**config.mk**
```make
export PLATFORM = sky130hd
export DESIGN_NAME = rsa_small_keygen_and_modexp
export DESIGN_NICKNAME = d
export VERILOG_FILES = /design/src/design/rsk_pkg.sv /design/src/design/rsa_small_keygen_and_modexp.sv /design/src/design/rsk_ctrl.sv /design/src/design/rsk_div.sv /design/src/design/rsk_mulmod.sv /design/src/design/rsk_dp.sv
export SDC_FILE = /design/constraint.sdc
export NUM_CORES = 2
export LEC_CHECK = 0
export BUFFER_PORTS_ARGS = -buffer_cell sky130_fd_sc_hd__buf_2
export CAP_MARGIN = 5
export CORE_MARGIN = 1
export CORE_UTILIZATION = 27
export CTS_CLUSTER_DIAMETER = 50
export DETAILED_ROUTE_END_ITERATION = 8
export GPL_TIMING_DRIVEN = 0
export PLACE_DENSITY_LB_ADDON = 0.3
export SYNTH_ARGS = -nofsm -noshare
export SYNTH_HDL_FRONTEND = slang
export SYNTH_SLANG_ARGS = --single-unit
export TNS_END_PERCENT = 30
```
**constraint.sdc**
```tcl
create_clock -name clk -period 11.88 [get_ports clk]
set_input_delay 2.376 -clock clk [delete_from_list [all_inputs] [get_ports clk]]
set_output_delay 2.376 -clock clk [all_outputs]
set_load 0.005 [all_outputs]
```
**src/design/rsk_pkg.sv**
```systemverilog
// package for the small rsa key generation and modular exponentiation block
`default_nettype none
package rsk_pkg;
	localparam int PRIME_BITS_DEF = 16;
	localparam int FIRST_PRIME_RST = 61;
	localparam int SECOND_PRIME_RST = 53;
	localparam int WORD_BITS = 64;

	typedef enum logic [4:0] {
		ST_IDLE,
		ST_SETUP,
		ST_GCD_INIT,
		ST_GCD_DIV,
		ST_GCD_CHECK,
		ST_INV_INIT,
		ST_INV_DIV,
		ST_INV_MUL,
		ST_INV_NEXT,
		ST_KEY_DONE,
		ST_MSG_RED,
		ST_EXP_INIT,
		ST_EXP_BIT,
		ST_EXP_MUL,
		ST_EXP_SQR,
		ST_EXP_NEXT,
		ST_DONE
	} state_t;

	typedef enum logic [3:0] {
		OP_NONE,
		OP_SETUP,
		OP_GCD_INIT,
		OP_GCD_STEP,
		OP_E_INC,
		OP_INV_INIT,
		OP_INV_STEP,
		OP_INV_T,
		OP_KEY_CHECK,
		OP_MSG_RED,
		OP_EXP1_INIT,
		OP_EXP2_INIT,
		OP_EXP_MUL,
		OP_EXP_SQR,
		OP_EXP_SHIFT
	} op_t;

	typedef struct packed {
		op_t  op;
		logic div_start;
		logic mul_start;
		logic mul_sel;
	} cmd_t;

	typedef struct packed {
		logic div_busy;
		logic mul_busy;
		logic gcd_zero;
		logic gcd_one;
		logic e_below_phi;
		logic phi_one;
		logic phi_ge2;
		logic key_ok;
		logic exp_zero;
		logic exp_bit;
		logic second_pass;
		logic mod_le1;
	} stat_t;
endpackage
`default_nettype wire

```
**src/design/rsa_small_keygen_and_modexp.sv**
```systemverilog
// top level of the small rsa key generation and modular exponentiation block
// channel | signals                                   | beat
// input   | start, busy, message                      | start && !busy
// output  | done, public_exponent .. key_valid        | done, one cycle
// config  | psel penable pwrite paddr pwdata prdata   | psel && penable && pwrite
// per beat: a key search of gcd and inverse steps, each a pass of the bit-serial
// divider (an inverse step adds one shift-add product), then a message reduction
// on the divider and two exponentiations of up to 32 rounds, each round one or two
// modular products
// busy goes high once a beat is accepted and stays high through the done cycle
// reset clears control state and restores the primes; results cannot be stalled
`default_nettype none
module rsa_small_keygen_and_modexp #(
	parameter int PRIME_BITS = rsk_pkg::PRIME_BITS_DEF
) (
	input  wire logic                  clk,
	input  wire logic                  arst_n,
	input  wire logic                  start,
	output logic                       busy,
	input  wire logic [31:0]           message,
	output logic                       done,
	output logic [31:0]                public_exponent,
	output logic [31:0]                private_exponent,
	output logic [31:0]                ciphertext,
	output logic [31:0]                recovered,
	output logic                       key_valid,
	input  wire logic                  psel,
	input  wire logic                  penable,
	input  wire logic                  pwrite,
	input  wire logic [2:0]            paddr,
	input  wire logic [31:0]           pwdata,
	output logic [31:0]                prdata,
	output logic                       pready
);
	import rsk_pkg::*;

	logic [PRIME_BITS-1:0] p_q, q_q;
	cmd_t cmd;
	stat_t stat;
	logic [31:0] msg_red;

	assign pready = 1'b1;

	always_ff @(posedge clk or negedge arst_n) begin
		if (!arst_n) begin
			p_q <= PRIME_BITS'(FIRST_PRIME_RST);
			q_q <= PRIME_BITS'(SECOND_PRIME_RST);
		end else if (psel && penable && pwrite) begin
			if (paddr == 3'd0) p_q <= pwdata[PRIME_BITS-1:0];
			else if (paddr == 3'd4) q_q <= pwdata[PRIME_BITS-1:0];
		end
	end

	always_comb begin
		unique case (paddr)
			3'd0: prdata = 32'(p_q);
			3'd4: prdata = 32'(q_q);
			default: prdata = '0;
		endcase
	end

	assign msg_red = message;

	rsk_ctrl u_ctrl (
		.clk(clk), .arst_n(arst_n), .start(start), .busy(busy), .done(done),
		.cmd(cmd), .stat(stat)
	);

	rsk_dp #(.PRIME_BITS(PRIME_BITS)) u_dp (
		.clk(clk), .arst_n(arst_n), .p(p_q), .q(q_q), .message(msg_red),
		.cmd(cmd), .stat(stat),
		.public_exponent(public_exponent), .private_exponent(private_exponent),
		.ciphertext(ciphertext), .recovered(recovered), .key_valid(key_valid)
	);
endmodule
`default_nettype wire

```
**src/design/rsk_ctrl.sv**
```systemverilog
// controller state machine for key search and exponentiation
`default_nettype none
module rsk_ctrl (
	input  wire logic          clk,
	input  wire logic          arst_n,
	input  wire logic          start,
	output logic               busy,
	output logic               done,
	output rsk_pkg::cmd_t      cmd,
	input  rsk_pkg::stat_t     stat
);
	import rsk_pkg::*;

	state_t state_q, state_d;

	always_ff @(posedge clk or negedge arst_n) begin
		if (!arst_n) state_q <= ST_IDLE;
		else state_q <= state_d;
	end

	always_comb begin
		state_d = state_q;
		unique case (state_q)
			ST_IDLE: if (start) state_d = ST_SETUP;
			ST_SETUP: state_d = ST_GCD_INIT;
			ST_GCD_INIT: state_d = stat.gcd_zero ? ST_GCD_CHECK : ST_GCD_DIV;
			ST_GCD_DIV: if (!stat.div_busy) state_d = ST_GCD_INIT;
			ST_GCD_CHECK: begin
				if (stat.gcd_one || !stat.e_below_phi) state_d = ST_INV_INIT;
				else state_d = ST_GCD_INIT;
			end
			ST_INV_INIT: begin
				if (stat.phi_one || !stat.phi_ge2 || !stat.gcd_one) state_d = ST_KEY_DONE;
				else state_d = stat.gcd_zero ? ST_KEY_DONE : ST_INV_DIV;
			end
			ST_INV_DIV: if (!stat.div_busy) state_d = ST_INV_MUL;
			ST_INV_MUL: if (!stat.mul_busy) state_d = ST_INV_NEXT;
			ST_INV_NEXT: state_d = stat.gcd_zero ? ST_KEY_DONE : ST_INV_DIV;
			ST_KEY_DONE: state_d = stat.key_ok ? ST_MSG_RED : ST_DONE;
			ST_MSG_RED: if (!stat.div_busy) state_d = ST_EXP_INIT;
			ST_EXP_INIT: state_d = ST_EXP_BIT;
			ST_EXP_BIT: begin
				if (stat.exp_zero || stat.mod_le1) begin
					state_d = stat.second_pass ? ST_DONE : ST_EXP_INIT;
				end else begin
					state_d = stat.exp_bit ? ST_EXP_MUL : ST_EXP_SQR;
				end
			end
			ST_EXP_MUL: if (!stat.mul_busy) state_d = ST_EXP_SQR;
			ST_EXP_SQR: if (!stat.mul_busy) state_d = ST_EXP_NEXT;
			ST_EXP_NEXT: state_d = ST_EXP_BIT;
			ST_DONE: state_d = ST_IDLE;
			default: state_d = ST_IDLE;
		endcase
	end

	always_comb begin
		cmd = '0;
		cmd.op = OP_NONE;
		busy = (state_q != ST_IDLE);
		done = (state_q == ST_DONE);
		unique case (state_q)
			ST_IDLE: cmd.op = start ? OP_SETUP : OP_NONE;
			ST_SETUP: cmd.op = OP_GCD_INIT;
			ST_GCD_INIT: begin
				cmd.op = OP_NONE;
				cmd.div_start = !stat.gcd_zero;
			end
			ST_GCD_DIV: begin
				if (!stat.div_busy) begin
					cmd.op = OP_GCD_STEP;
				end
			end
			ST_GCD_CHECK: begin
				if (stat.gcd_one || !stat.e_below_phi) cmd.op = OP_INV_INIT;
				else cmd.op = OP_E_INC;
			end
			ST_INV_INIT: cmd.div_start = stat.phi_ge2 && !stat.phi_one && stat.gcd_one
				&& !stat.gcd_zero;
			ST_INV_DIV: begin
				if (!stat.div_busy) begin
					cmd.op = OP_INV_STEP;
					cmd.mul_start = 1'b1;
				end
			end
			ST_INV_MUL: if (!stat.mul_busy) cmd.op = OP_INV_T;
			ST_INV_NEXT: cmd.div_start = !stat.gcd_zero;
			ST_KEY_DONE: begin
				if (stat.key_ok) begin
					cmd.op = OP_MSG_RED;
					cmd.div_start = 1'b1;
				end else begin
					cmd.op = OP_KEY_CHECK;
				end
			end
			ST_MSG_RED: if (!stat.div_busy) cmd.op = OP_EXP1_INIT;
			ST_EXP_INIT: cmd.op = OP_NONE;
			ST_EXP_BIT: begin
				if (stat.exp_zero || stat.mod_le1) begin
					cmd.op = stat.second_pass ? OP_NONE : OP_EXP2_INIT;
				end else begin
					cmd.mul_start = 1'b1;
					cmd.mul_sel = !stat.exp_bit;
				end
			end
			ST_EXP_MUL: begin
				if (!stat.mul_busy) begin
					cmd.op = OP_EXP_MUL;
					cmd.mul_start = 1'b1;
					cmd.mul_sel = 1'b1;
				end
			end
			ST_EXP_SQR: if (!stat.mul_busy) cmd.op = OP_EXP_SQR;
			ST_EXP_NEXT: cmd.op = OP_EXP_SHIFT;
			ST_DONE: cmd.op = OP_NONE;
			default: cmd.op = OP_NONE;
		endcase
	end
endmodule
`default_nettype wire

```
**src/design/rsk_div.sv**
```systemverilog
// restoring divider, one quotient bit per cycle
`default_nettype none
module rsk_div (
	input  wire logic                          clk,
	input  wire logic                          arst_n,
	input  wire logic                          go,
	input  wire logic [rsk_pkg::WORD_BITS-1:0] num,
	input  wire logic [rsk_pkg::WORD_BITS-1:0] den,
	output logic                               busy,
	output logic [rsk_pkg::WORD_BITS-1:0]      quo,
	output logic [rsk_pkg::WORD_BITS-1:0]      rem
);
	import rsk_pkg::*;
	localparam int CW = $clog2(WORD_BITS + 1);

	logic [CW-1:0] cnt_q;
	logic [WORD_BITS-1:0] d_q;
	logic [WORD_BITS:0] trial;

	assign busy = (cnt_q != '0);
	assign trial = {rem, quo[WORD_BITS-1]} - {1'b0, d_q};

	always_ff @(posedge clk or negedge arst_n) begin
		if (!arst_n) begin
			cnt_q <= '0;
		end else if (go) begin
			cnt_q <= CW'(WORD_BITS);
		end else if (busy) begin
			cnt_q <= cnt_q - 1'b1;
		end
	end

	always_ff @(posedge clk) begin
		if (go) begin
			d_q <= den;
			quo <= num;
			rem <= '0;
		end else if (busy) begin
			if (!trial[WORD_BITS]) begin
				rem <= trial[WORD_BITS-1:0];
				quo <= {quo[WORD_BITS-2:0], 1'b1};
			end else begin
				rem <= {rem[WORD_BITS-2:0], quo[WORD_BITS-1]};
				quo <= {quo[WORD_BITS-2:0], 1'b0};
			end
		end
	end
endmodule
`default_nettype wire

```
**src/design/rsk_mulmod.sv**
```systemverilog
// shift and add modular multiplier, one multiplier bit per cycle
`default_nettype none
module rsk_mulmod (
	input  wire logic                          clk,
	input  wire logic                          arst_n,
	input  wire logic                          go,
	input  wire logic [rsk_pkg::WORD_BITS-1:0] a,
	input  wire logic [rsk_pkg::WORD_BITS-1:0] b,
	input  wire logic [rsk_pkg::WORD_BITS-1:0] m,
	output logic                               busy,
	output logic [rsk_pkg::WORD_BITS-1:0]      prod
);
	import rsk_pkg::*;

	logic [WORD_BITS-1:0] a_q, b_q, m_q;
	logic run_q;
	logic [WORD_BITS:0] sum_r, dbl_a;
	logic [WORD_BITS-1:0] r_n, a_n;

	assign busy = run_q;
	assign sum_r = {1'b0, prod} + {1'b0, a_q};
	assign dbl_a = {a_q, 1'b0};
	assign r_n = (sum_r >= {1'b0, m_q}) ? WORD_BITS'(sum_r - {1'b0, m_q})
		: sum_r[WORD_BITS-1:0];
	assign a_n = (dbl_a >= {1'b0, m_q}) ? WORD_BITS'(dbl_a - {1'b0, m_q})
		: dbl_a[WORD_BITS-1:0];

	always_ff @(posedge clk or negedge arst_n) begin
		if (!arst_n) run_q <= 1'b0;
		else if (go) run_q <= 1'b1;
		else if (b_q == '0) run_q <= 1'b0;
	end

	// operands arrive already reduced below m
	always_ff @(posedge clk) begin
		if (go) begin
			a_q <= a;
			b_q <= b;
			m_q <= m;
			prod <= '0;
		end else if (run_q && b_q != '0) begin
			if (b_q[0]) prod <= r_n;
			a_q <= a_n;
			b_q <= b_q >> 1;
		end
	end
endmodule
`default_nettype wire

```
**src/design/rsk_dp.sv**
```systemverilog
// datapath: key registers, search state and exponentiation registers
`default_nettype none
module rsk_dp #(
	parameter int PRIME_BITS = rsk_pkg::PRIME_BITS_DEF
) (
	input  wire logic                  clk,
	input  wire logic                  arst_n,
	input  wire logic [PRIME_BITS-1:0] p,
	input  wire logic [PRIME_BITS-1:0] q,
	input  wire logic [31:0]           message,
	input  rsk_pkg::cmd_t              cmd,
	output rsk_pkg::stat_t             stat,
	output logic [31:0]                public_exponent,
	output logic [31:0]                private_exponent,
	output logic [31:0]                ciphertext,
	output logic [31:0]                recovered,
	output logic                       key_valid
);
	import rsk_pkg::*;
	localparam int W = WORD_BITS;

	logic [W-1:0] n_q, phi_q, e_q, d_q, msg_q;
	logic [W-1:0] ga_q, gb_q;
	logic [W-1:0] r0_q, r1_q, t0_q, t1_q, qt_q;
	logic [W-1:0] res_q, base_q, ex_q;
	logic pass2_q, valid_q, g1_q;

	logic div_busy, mul_busy;
	logic [W-1:0] quo, rem, prod;
	logic [W-1:0] div_num, div_den, mul_a, mul_b, mul_m;
	logic in_inv;

	logic [PRIME_BITS-1:0] pm1, qm1;
	logic [2*PRIME_BITS-1:0] n_w, phi_w;
	assign pm1 = (p == '0) ? '0 : p - 1'b1;
	assign qm1 = (q == '0) ? '0 : q - 1'b1;
	assign n_w = p * q;
	assign phi_w = pm1 * qm1;

	// message reduction to below n uses the divider ahead of the first pass
	assign in_inv = (cmd.op == OP_INV_STEP) || (cmd.op == OP_INV_T) || !g1_q;
	assign div_num = (cmd.op == OP_MSG_RED) ? msg_q : (g1_q ? r0_q : ga_q);
	assign div_den = (cmd.op == OP_MSG_RED) ? n_q : (g1_q ? r1_q : gb_q);
	assign mul_a = in_inv ? qt_q : (cmd.mul_sel ? base_q : res_q);
	assign mul_b = in_inv ? t1_q : base_q;
	assign mul_m = in_inv ? phi_q : n_q;

	rsk_div u_div (
		.clk(clk), .arst_n(arst_n), .go(cmd.div_start),
		.num(div_num), .den(div_den), .busy(div_busy), .quo(quo), .rem(rem)
	);

	logic [W-1:0] mul_a_r, mul_b_r;
	assign mul_a_r = (cmd.op == OP_INV_STEP) ? quo : mul_a;
	assign mul_b_r = mul_b;

	rsk_mulmod u_mul (
		.clk(clk), .arst_n(arst_n), .go(cmd.mul_start),
		.a(mul_a_r), .b(mul_b_r), .m(mul_m), .busy(mul_busy), .prod(prod)
	);

	logic [W-1:0] tsub;
	assign tsub = (t0_q >= prod) ? t0_q - prod : t0_q + (phi_q - prod);

	always_ff @(posedge clk or negedge arst_n) begin
		if (!arst_n) begin
			pass2_q <= 1'b0;
			valid_q <= 1'b0;
			g1_q <= 1'b0;
		end else begin
			case (cmd.op)
				OP_SETUP: begin
					pass2_q <= 1'b0;
					g1_q <= 1'b0;
				end
				OP_INV_INIT: g1_q <= 1'b1;
				OP_EXP1_INIT: valid_q <= 1'b1;
				OP_KEY_CHECK: valid_q <= 1'b0;
				OP_EXP2_INIT: pass2_q <= 1'b1;
				default: ;
			endcase
		end
	end

	always_ff @(posedge clk) begin
		case (cmd.op)
			OP_SETUP: begin
				n_q <= W'(n_w);
				phi_q <= W'(phi_w);
				e_q <= W'(2);
				msg_q <= W'(message);
			end
			OP_GCD_INIT: begin
				ga_q <= e_q;
				gb_q <= phi_q;
			end
			OP_GCD_STEP: begin
				ga_q <= gb_q;
				gb_q <= rem;
			end
			OP_E_INC: begin
				e_q <= e_q + 1'b1;
				ga_q <= e_q + 1'b1;
				gb_q <= phi_q;
			end
			OP_INV_INIT: begin
				r0_q <= phi_q;
				r1_q <= e_q;
				t0_q <= '0;
				t1_q <= W'(1);
				d_q <= (phi_q == W'(1)) ? W'(2) : '0;
			end
			OP_INV_STEP: begin
				qt_q <= quo;
				r0_q <= r1_q;
				r1_q <= rem;
			end
			OP_INV_T: begin
				t0_q <= t1_q;
				t1_q <= tsub;
			end
			OP_EXP1_INIT: begin
				res_q <= W'(1);
				base_q <= rem;
				ex_q <= e_q;
				if (phi_q != W'(1)) d_q <= t0_q;
			end
			OP_EXP2_INIT: begin
				msg_q <= (n_q <= W'(1)) ? '0 : res_q;
				res_q <= W'(1);
				base_q <= (n_q <= W'(1)) ? '0 : res_q;
				ex_q <= d_q;
			end
			OP_EXP_MUL: res_q <= prod;
			OP_EXP_SQR: base_q <= prod;
			OP_EXP_SHIFT: ex_q <= ex_q >> 1;
			default: ;
		endcase
	end

	logic [W-1:0] dfin;
	assign dfin = (phi_q == W'(1)) ? W'(2) : t0_q;

	assign stat.div_busy = div_busy;
	assign stat.mul_busy = mul_busy;
	assign stat.gcd_zero = g1_q ? (r1_q == '0) : (gb_q == '0);
	assign stat.gcd_one = g1_q ? 1'b1 : (ga_q == W'(1));
	assign stat.e_below_phi = (e_q + 1'b1) < phi_q;
	assign stat.phi_one = (phi_q == W'(1));
	assign stat.phi_ge2 = (phi_q >= W'(2)) && g1_q;
	assign stat.key_ok = (phi_q == W'(1)) ? (n_q >= W'(2))
		: ((phi_q >= W'(2)) && (r0_q == W'(1)) && (dfin >= W'(2)) && (dfin <= n_q));
	assign stat.exp_zero = (ex_q == '0);
	assign stat.exp_bit = ex_q[0];
	assign stat.second_pass = pass2_q;
	assign stat.mod_le1 = (n_q <= W'(1));

	assign public_exponent = valid_q ? e_q[31:0] : '0;
	assign private_exponent = valid_q ? d_q[31:0] : '0;
	assign ciphertext = valid_q ? ((n_q <= W'(1)) ? 32'd0 : msg_q[31:0]) : '0;
	assign recovered = valid_q ? ((n_q <= W'(1)) ? 32'd0 : res_q[31:0]) : '0;
	assign key_valid = valid_q;
endmodule
`default_nettype wire

```
---- Word level (Yosys, flattened, before mapping) ----
Index checks and enable logic that the tools add are counted.
word-level totals
  register bits ........................... 1392
  bits of input ports ..................... 73
  word-level logic and storage cells ...... 245
operators by class
  add/subtract/negate cells ............... 11
  $mul .................................... 2
  order comparisons ....................... 9
  eq/ne operators ......................... 43
  mux-type cells .......................... 90
  bitwise logic cells ..................... 1
  reductions and logical operators ........ 58
operator list
  cell                     count
  $mux W64                 20
  $pmux W64 S2             9
  $pmux W64 S3             3
  $logic_not A64 Y1        4
  $mux W32                 8
  $sub A64 B64 Y64         3
  $ge A65 B64 Y1           2
  $eq A64 B1 Y1 const B    2
  $pmux W5 S15             1
  $add A64 B64 Y65         1
  $sub A65 B64 Y65         1
  $add A64 B1 Y64 const B  1
  $add A64 B64 Y64         1
  $ge A32 B2 Y1 const B    2
  $ge A64 B2 Y1 const B    1
  $ge A64 B64 Y1           1
  $le A64 B32 Y1           1
  $lt A64 B32 Y1           1
  $mul A16 B16 Y32         2
  $reduce_bool A64 Y1      1
  $sub A32 B64 Y64         1
  $mux W5                  11
  $pmux W4 S12             1
  $eq A5 B4 Y1 const B     8
  40 further kinds         128

---- Depth between registers and ports, before layout ----
  depth in word-level cells ............... 14
  depth in mapped cells ................... 38
  gate-level depth less buffers ........... 35

---- Cells and area by module ----
From an unflattened synthesis, not the netlist that was laid out.
unflattened totals
  cell total of the unflattened synthesis .. 11492
  area, all modules ....................... 108276.3 um^2
modules (own cells, without submodules)
  module                       times used  cells an instance  area each (um^2)  sequential area each (um^2)
  rsk_dp                       1           7482               72213.0           26980.9
  rsk_mulmod                   1           2532               21869.7           7071.8
  rsk_div                      1           1224               11659.9           5300.1
  rsa_small_keygen_and_modexp  1           128                1664.1            812.0
  rsk_ctrl                     1           126                869.6             125.1

---- Least setup slack after synthesis ----
No wires, ideal clock.
  path kind ............................... reg-to-reg
  start point ............................. register p_q[0]
  end point ............................... register u_dp.phi_q[30] (data pin)
  library setup time ...................... 258 ps
  arrival time ............................ 8037 ps
  data required time ...................... 11622 ps
  path slack .............................. 3586 ps
  stages on the path, launching flop included .. 35
  period minus slack after synthesis ...... 8294 ps
  cells stage by stage .................... dfstp_2 -> clkbuf_1 -> inv_1 -> ha_1 -> nor3b_1 -> nand2_1 -> nor2_1 -> and3_1 -> clkbuf_1 -> clkbuf_1 -> buf_1 -> nor2_1 -> nand2_1 -> fa_1 -> inv_1 -> fa_1 -> inv_1 -> fa_1 -> inv_1 -> ha_1 -> fa_1 -> fa_1 -> ha_1 -> a21o_1 -> a2111oi_0 -> a211oi_1 -> o211ai_1 -> a31oi_1 -> o21ai_0 -> a21boi_0 -> o21ai_0 -> a21oi_1 -> a21o_1 -> a21oi_1 -> xnor2_1
on the way
  cells in the longest elaborated chain, start to end .. 3
  elaborated cells on any way between the ends .. 4
  classes of those cells .................. 1 x add/sub; 1 x mul; 1 x mux; 1 x reduce/logical
RTL lines
  element                                               RTL line                           text
  start: declaration                                    rsa_small_keygen_and_modexp.sv:37  logic [PRIME_BITS-1:0] p_q, q_q;
  start signal: assignment                              rsa_small_keygen_and_modexp.sv:46  p_q <= PRIME_BITS'(FIRST_PRIME_RST);
  start signal: assignment                              rsa_small_keygen_and_modexp.sv:49  if (paddr == 3'd0) p_q <= pwdata[PRIME_BITS-1:0];
  $sub A16 B1 Y16 or $logic_not A16 Y1 (tied branches)  rsk_dp.sv:35                       assign pm1 = (p == '0) ? '0 : p - 1'b1;
  $mux W16 (*)                                          rsk_dp.sv:35
  $mul A16 B16 Y32 (*)                                  rsk_dp.sv:38                       assign phi_w = pm1 * qm1;
  net u_dp.phi_w[30]                                    rsk_dp.sv:34                       logic [2*PRIME_BITS-1:0] n_w, phi_w;
  end signal: assignment                                rsk_dp.sv:89                       phi_q <= W'(phi_w);
  end: declaration                                      rsk_dp.sv:22                       logic [W-1:0] n_q, phi_q, e_q, d_q, msg_q;
The timed path passes the listed nets; every way through them passes the cells marked *.
A chain may end at the register's enable or synchronous reset.

---- Worst setup path after layout ----
  start point ............................. register u_dp.phi_q[26]
  end point ............................... register u_dp.u_div.quo[58] in the netlist's numbering, enable pin
on the way
  cells in the longest elaborated chain, start to end .. 9
  elaborated cells on any way between the ends .. 17
  classes of those cells .................. 3 x order compare; 1 x eq/ne; 4 x mux; 9 x reduce/logical
RTL lines
  element                                  RTL line                                     text
  $eq A32 B1 Y1                            rsk_dp.sv:142, rsk_dp.sv:149, rsk_dp.sv:151
  $mux W64                                 rsk_dp.sv:142                                assign dfin = (phi_q == W'(1)) ? W'(2) : t0_q;
  $ge A64 B2 Y1                            rsk_dp.sv:152                                : ((phi_q >= W'(2)) && (r0_q == W'(1)) && (dfin >= W'(2)) && (dfin <= n_q));
  $logic_and A1 B1 Y1 (2 in series)        rsk_dp.sv:152
  $mux W1                                  rsk_dp.sv:151                                assign stat.key_ok = (phi_q == W'(1)) ? (n_q >= W'(2))
  $mux W1                                  rsk_ctrl.sv:89                               if (stat.key_ok) begin
  $pmux W1 S3 (*)                          rsk_ctrl.sv:62                               unique case (state_q)
  $reduce_bool A2 Y1 (no source line) (*)  -
  end signal: assignment                   rsk_div.sv:36                                quo <= num;
  end signal: assignment                   rsk_div.sv:41                                quo <= {quo[WORD_BITS-2:0], 1'b1};
  end signal: assignment                   rsk_div.sv:44                                quo <= {quo[WORD_BITS-2:0], 1'b0};
  end: declaration                         rsk_div.sv:10                                output logic [rsk_pkg::WORD_BITS-1:0] quo,
Every way passes the cells marked *; elsewhere a longest branch is shown, timed or not.

==> flow_summary.yaml <==
synth:
  synth_largest_area_cell: "edfxtp_1"
  ys_seq_area_share_pct: 39.30
  ys_warn_count: 0
  async_reset_ff_share_pct: 3.529
  yosys_most_used_dff: "edfxtp_1"
  synth_edf_count: 1184
  yosys-top-cells-area: "edfxtp_1, fa_1, ha_1"
  syn-cell-area_um2: 100100
  yosys_register_bits: 1360
  syn_area_per_cell_um2: 9.552
  ys_top_cells_by_count: "nand2_1, edfxtp_1, inv_1"
  yosysTopAreaCellShare_pct: 35.53
  syn_inst: 10480
  ys_types: 103
  yosysMostFrequentCell: "nand2_1"
timing:
  max_freq_ghz: 0.09597
  hold_viol_final: 0
  fin_setup_tns_ns: 0
  fin_crit_ns: 10.42
  worst_slew_pin_slew_ns: 1.589
  slew_violations: 25
  skew_ns: 0.1013
  setup_viol: 0
  period_share_pct: 87.71
  slew_headroom_pct: -5.903
  rsz0062_at_grt: "false"
cts:
  clk_pin_slew_worst_paths_ns: 0.06
  clockRootBuffer: "clkbuf_16"
  cts_hold_buf: 0
  clkSinkCount: 1360
  cts_resized: 0
  clock_latency_ns: 0.91
  cts_tree: "yes"
  postCtsSetupBuffers: 0
  tritoncts.num_buffers: 191
  htree_levels: 4
  cts_buffer_depth: 4
setup_path:
  cp.arrival_ns: 10.95
  cp-end-kind: "flop"
  criticalPathCategory: "reg -> reg"
  worst_setup_path_start_kind: "flop"
  cp_max_fo: 61
  cp.required_ns: 12.41
floorplanning:
  num_io_pins: 237
  die-area_um2: 373000
  die_h_um: 610.8
  start_util_pct: 27.13
  die_x_um: 610.8
  fp-row-count: 223
  core_um2: 368900
place:
  portBuffers: 203
  post-dp-hpwl_um: 363400
  dp.cells: 15710
  routabilityCongestion: 1.015
routing:
  dr_total_vias: 84260
  wire_per_inst_um: 27.49
  vias_per_cell: 5.236
  drtPass1Iterations: 9
  ant_nets: 0
  drt_wl_total_um: 442400
  drc: 4
  drt_iter0_drc: 9439
global_routing:
  grt_pass1_wl_um: 609600
  grt_use_total_pct: 22.93
  antenna_found_initial: 33
  grt_pass1_vias: 80870
  grt_max_degree: 66
  grt_overflow: 0
final_layout:
  area_delta_synth_final_pct: 14.76
  multi_input_area_um2: 55060
  fillCellCount: 38950
  nets: 12080
  regArea_um2: 39330
  drive_above_1_share_pct: 7.296
  final_cells: 16090
power_and_ir_drop:
  power.leakage_nw: 48.11
  irDropWorstVdd_mv: 0.3290
  power_density_nw_per_um2: 354.0
outcome:
  outcome: "complete, but fails checks"
  violations: "DRC, capacitance limit, slew limit"
hold_path:
  hold_class: "reg -> reg"
flow_run:
  drv_cap: 3
==> per-stage QoR <==
step	hold WS [ns]	instance area, um^2	power (mW)	setup WS, ns	util [%]
2_1_floorplan	0.4502	100200	25.98	3.586	-
3_3_place_gp	0.4656	107500	34.30	-1.202	29.13
3_5_place_dp	0.4709	108300	34.26	1.649	29.35
4_1_cts	0.4288	114700	40.33	1.628	31.08
5_1_grt	0.4349	114800	43.45	0.9875	31.11
6_report	0.4441	114800	40.65	1.460	31.13
==> cells in the final DEF, fill, tap and decap left out, types with 36 or more instances in the layout <==
cell,instances
nor2b_1,97
clkbuf_1,463
clkbuf_16,194
a21oi_1,614
nand4_1,91
dfrtp_1,39
a22o_1,53
mux2i_1,286
buf_2,218
and3_1,80
and2_1,376
xnor2_1,285
o21ai_0,616
nor2_1,766
fa_1,456
a22oi_1,66
a221oi_1,39
o21a_1,73
nand2b_1,58
mux2_2,97
nor4_1,220
a211oi_1,171
edfxtp_1,1184
ha_1,595
a31oi_1,66
dfxtp_1,128
a21o_1,194
buf_1,52
inv_1,1010
o211ai_1,51
nor3_1,131
o21bai_1,51
nand3_1,163
nand2_1,1269
or2_2,36
xor2_1,168
conb_1,49
==> report_power, final <==
part | total (mW) | internal [mW] | leakage (nW) | switching, mW
clock | 5.91 | 3.47 | 3.08 | 2.44
sequential | 9.23 | 7.32 | 12.9 | 1.91
combinational | 25.5 | 9.55 | 32.1 | 16.0
==> layout make-up <==
class                           count  area share, %
Clock buffer                      220          4.348
Tap cell                         4950          5.394
Inverter                         1015          3.322
Multi-Input combinational cell   7607          47.95
Sequential cell                  1360          34.25
Buffer                            541          1.916
Timing Repair Buffer              244          1.543
Antenna cell                       29        0.06320
Clock inverter                    128          1.214
==> path summary, 6_finish.rpt <==
check / depth (start not counted) / slack [ns] / startpoint / to
worst min-delay path: 0 / 0.44 / u_dp.u_div.quo[19]$_DFFE_PP_ / u_dp.qt_q[19]$_DFFE_PN_
worst max-delay path: 17 / 1.46 / u_dp.phi_q[26]$_DFFE_PP_ / u_dp.u_div.quo[58]$_DFFE_PP_
worst max register to register: 17 / 1.46 / u_dp.phi_q[26]$_DFFE_PP_ / u_dp.u_div.quo[58]$_DFFE_PP_
worst min register to register: 0 / 0.44 / u_dp.u_div.quo[19]$_DFFE_PP_ / u_dp.qt_q[19]$_DFFE_PN_
min in group asynchronous: 1 / 1.51 / arst_n / q_q[1]$_DFFE_PN0P_
max in group asynchronous: 2 / 9.82 / arst_n / u_dp.u_mul.busy$_DFFE_PN0P_
==> per-layer routing <==
metal / global-route usage (%) / wire length, um
met2: 35.46 / 194100
met4: 15.51 / 35230
met5: 0 / 0
met1: 29.37 / 178200
met3: 3.786 / 34820
==> state kept, by name, indices dropped and copies added, names as in the netlist, 16 cells and up <==
register,cells
u_dp.phi_q,32
u_dp.d_q,64
u_dp.u_mul.a_q,64
q_q,16
u_dp.t1_q,64
u_dp.r0_q,64
u_dp.u_div.rem,64
u_dp.u_mul.prod,64
u_dp.ex_q,64
u_dp.t0_q,64
u_dp.n_q,32
u_dp.u_div.d_q,64
p_q,16
u_dp.gb_q,64
u_dp.qt_q,64
u_dp.res_q,64
u_dp.ga_q,64
u_dp.base_q,64
u_dp.u_div.quo,64
u_dp.msg_q,64
u_dp.e_q,64
u_dp.r1_q,64
u_dp.u_mul.b_q,64
u_dp.u_mul.m_q,32
==> critical path: stages (launching register included) <==
cell      delay (ns)
edfxtp_1        0.59
nor4_1          0.41
nand4_1         0.63
nor3_2          0.94
clkbuf_1        0.48
nor2_1          0.09
ha_1            0.32
nand4_1         0.21
nor4_1          0.92
a21boi_0        0.81
o21ai_0         0.42
nand3_1         0.41
clkinv_1        0.51
nor2_2          0.70
clkinv_1        0.59
nor2_1          1.25
inv_4           0.34
buf_16          0.33
==> cell families after synthesis <==
kind of cell	count (synthesis)	share of synthesized area [%]
AO/OA/AOI/OAI	2241	14.04
XOR/XNOR	454	3.981
adder cells (fa/ha/maj)	1051	16.56
buffers and inverters	1556	5.991
flip-flops	1360	39.30
multiplexers	383	3.952
other	2	0.007505
AND/OR/NAND/NOR	3429	16.17
Power figures use the tool's default switching activity.
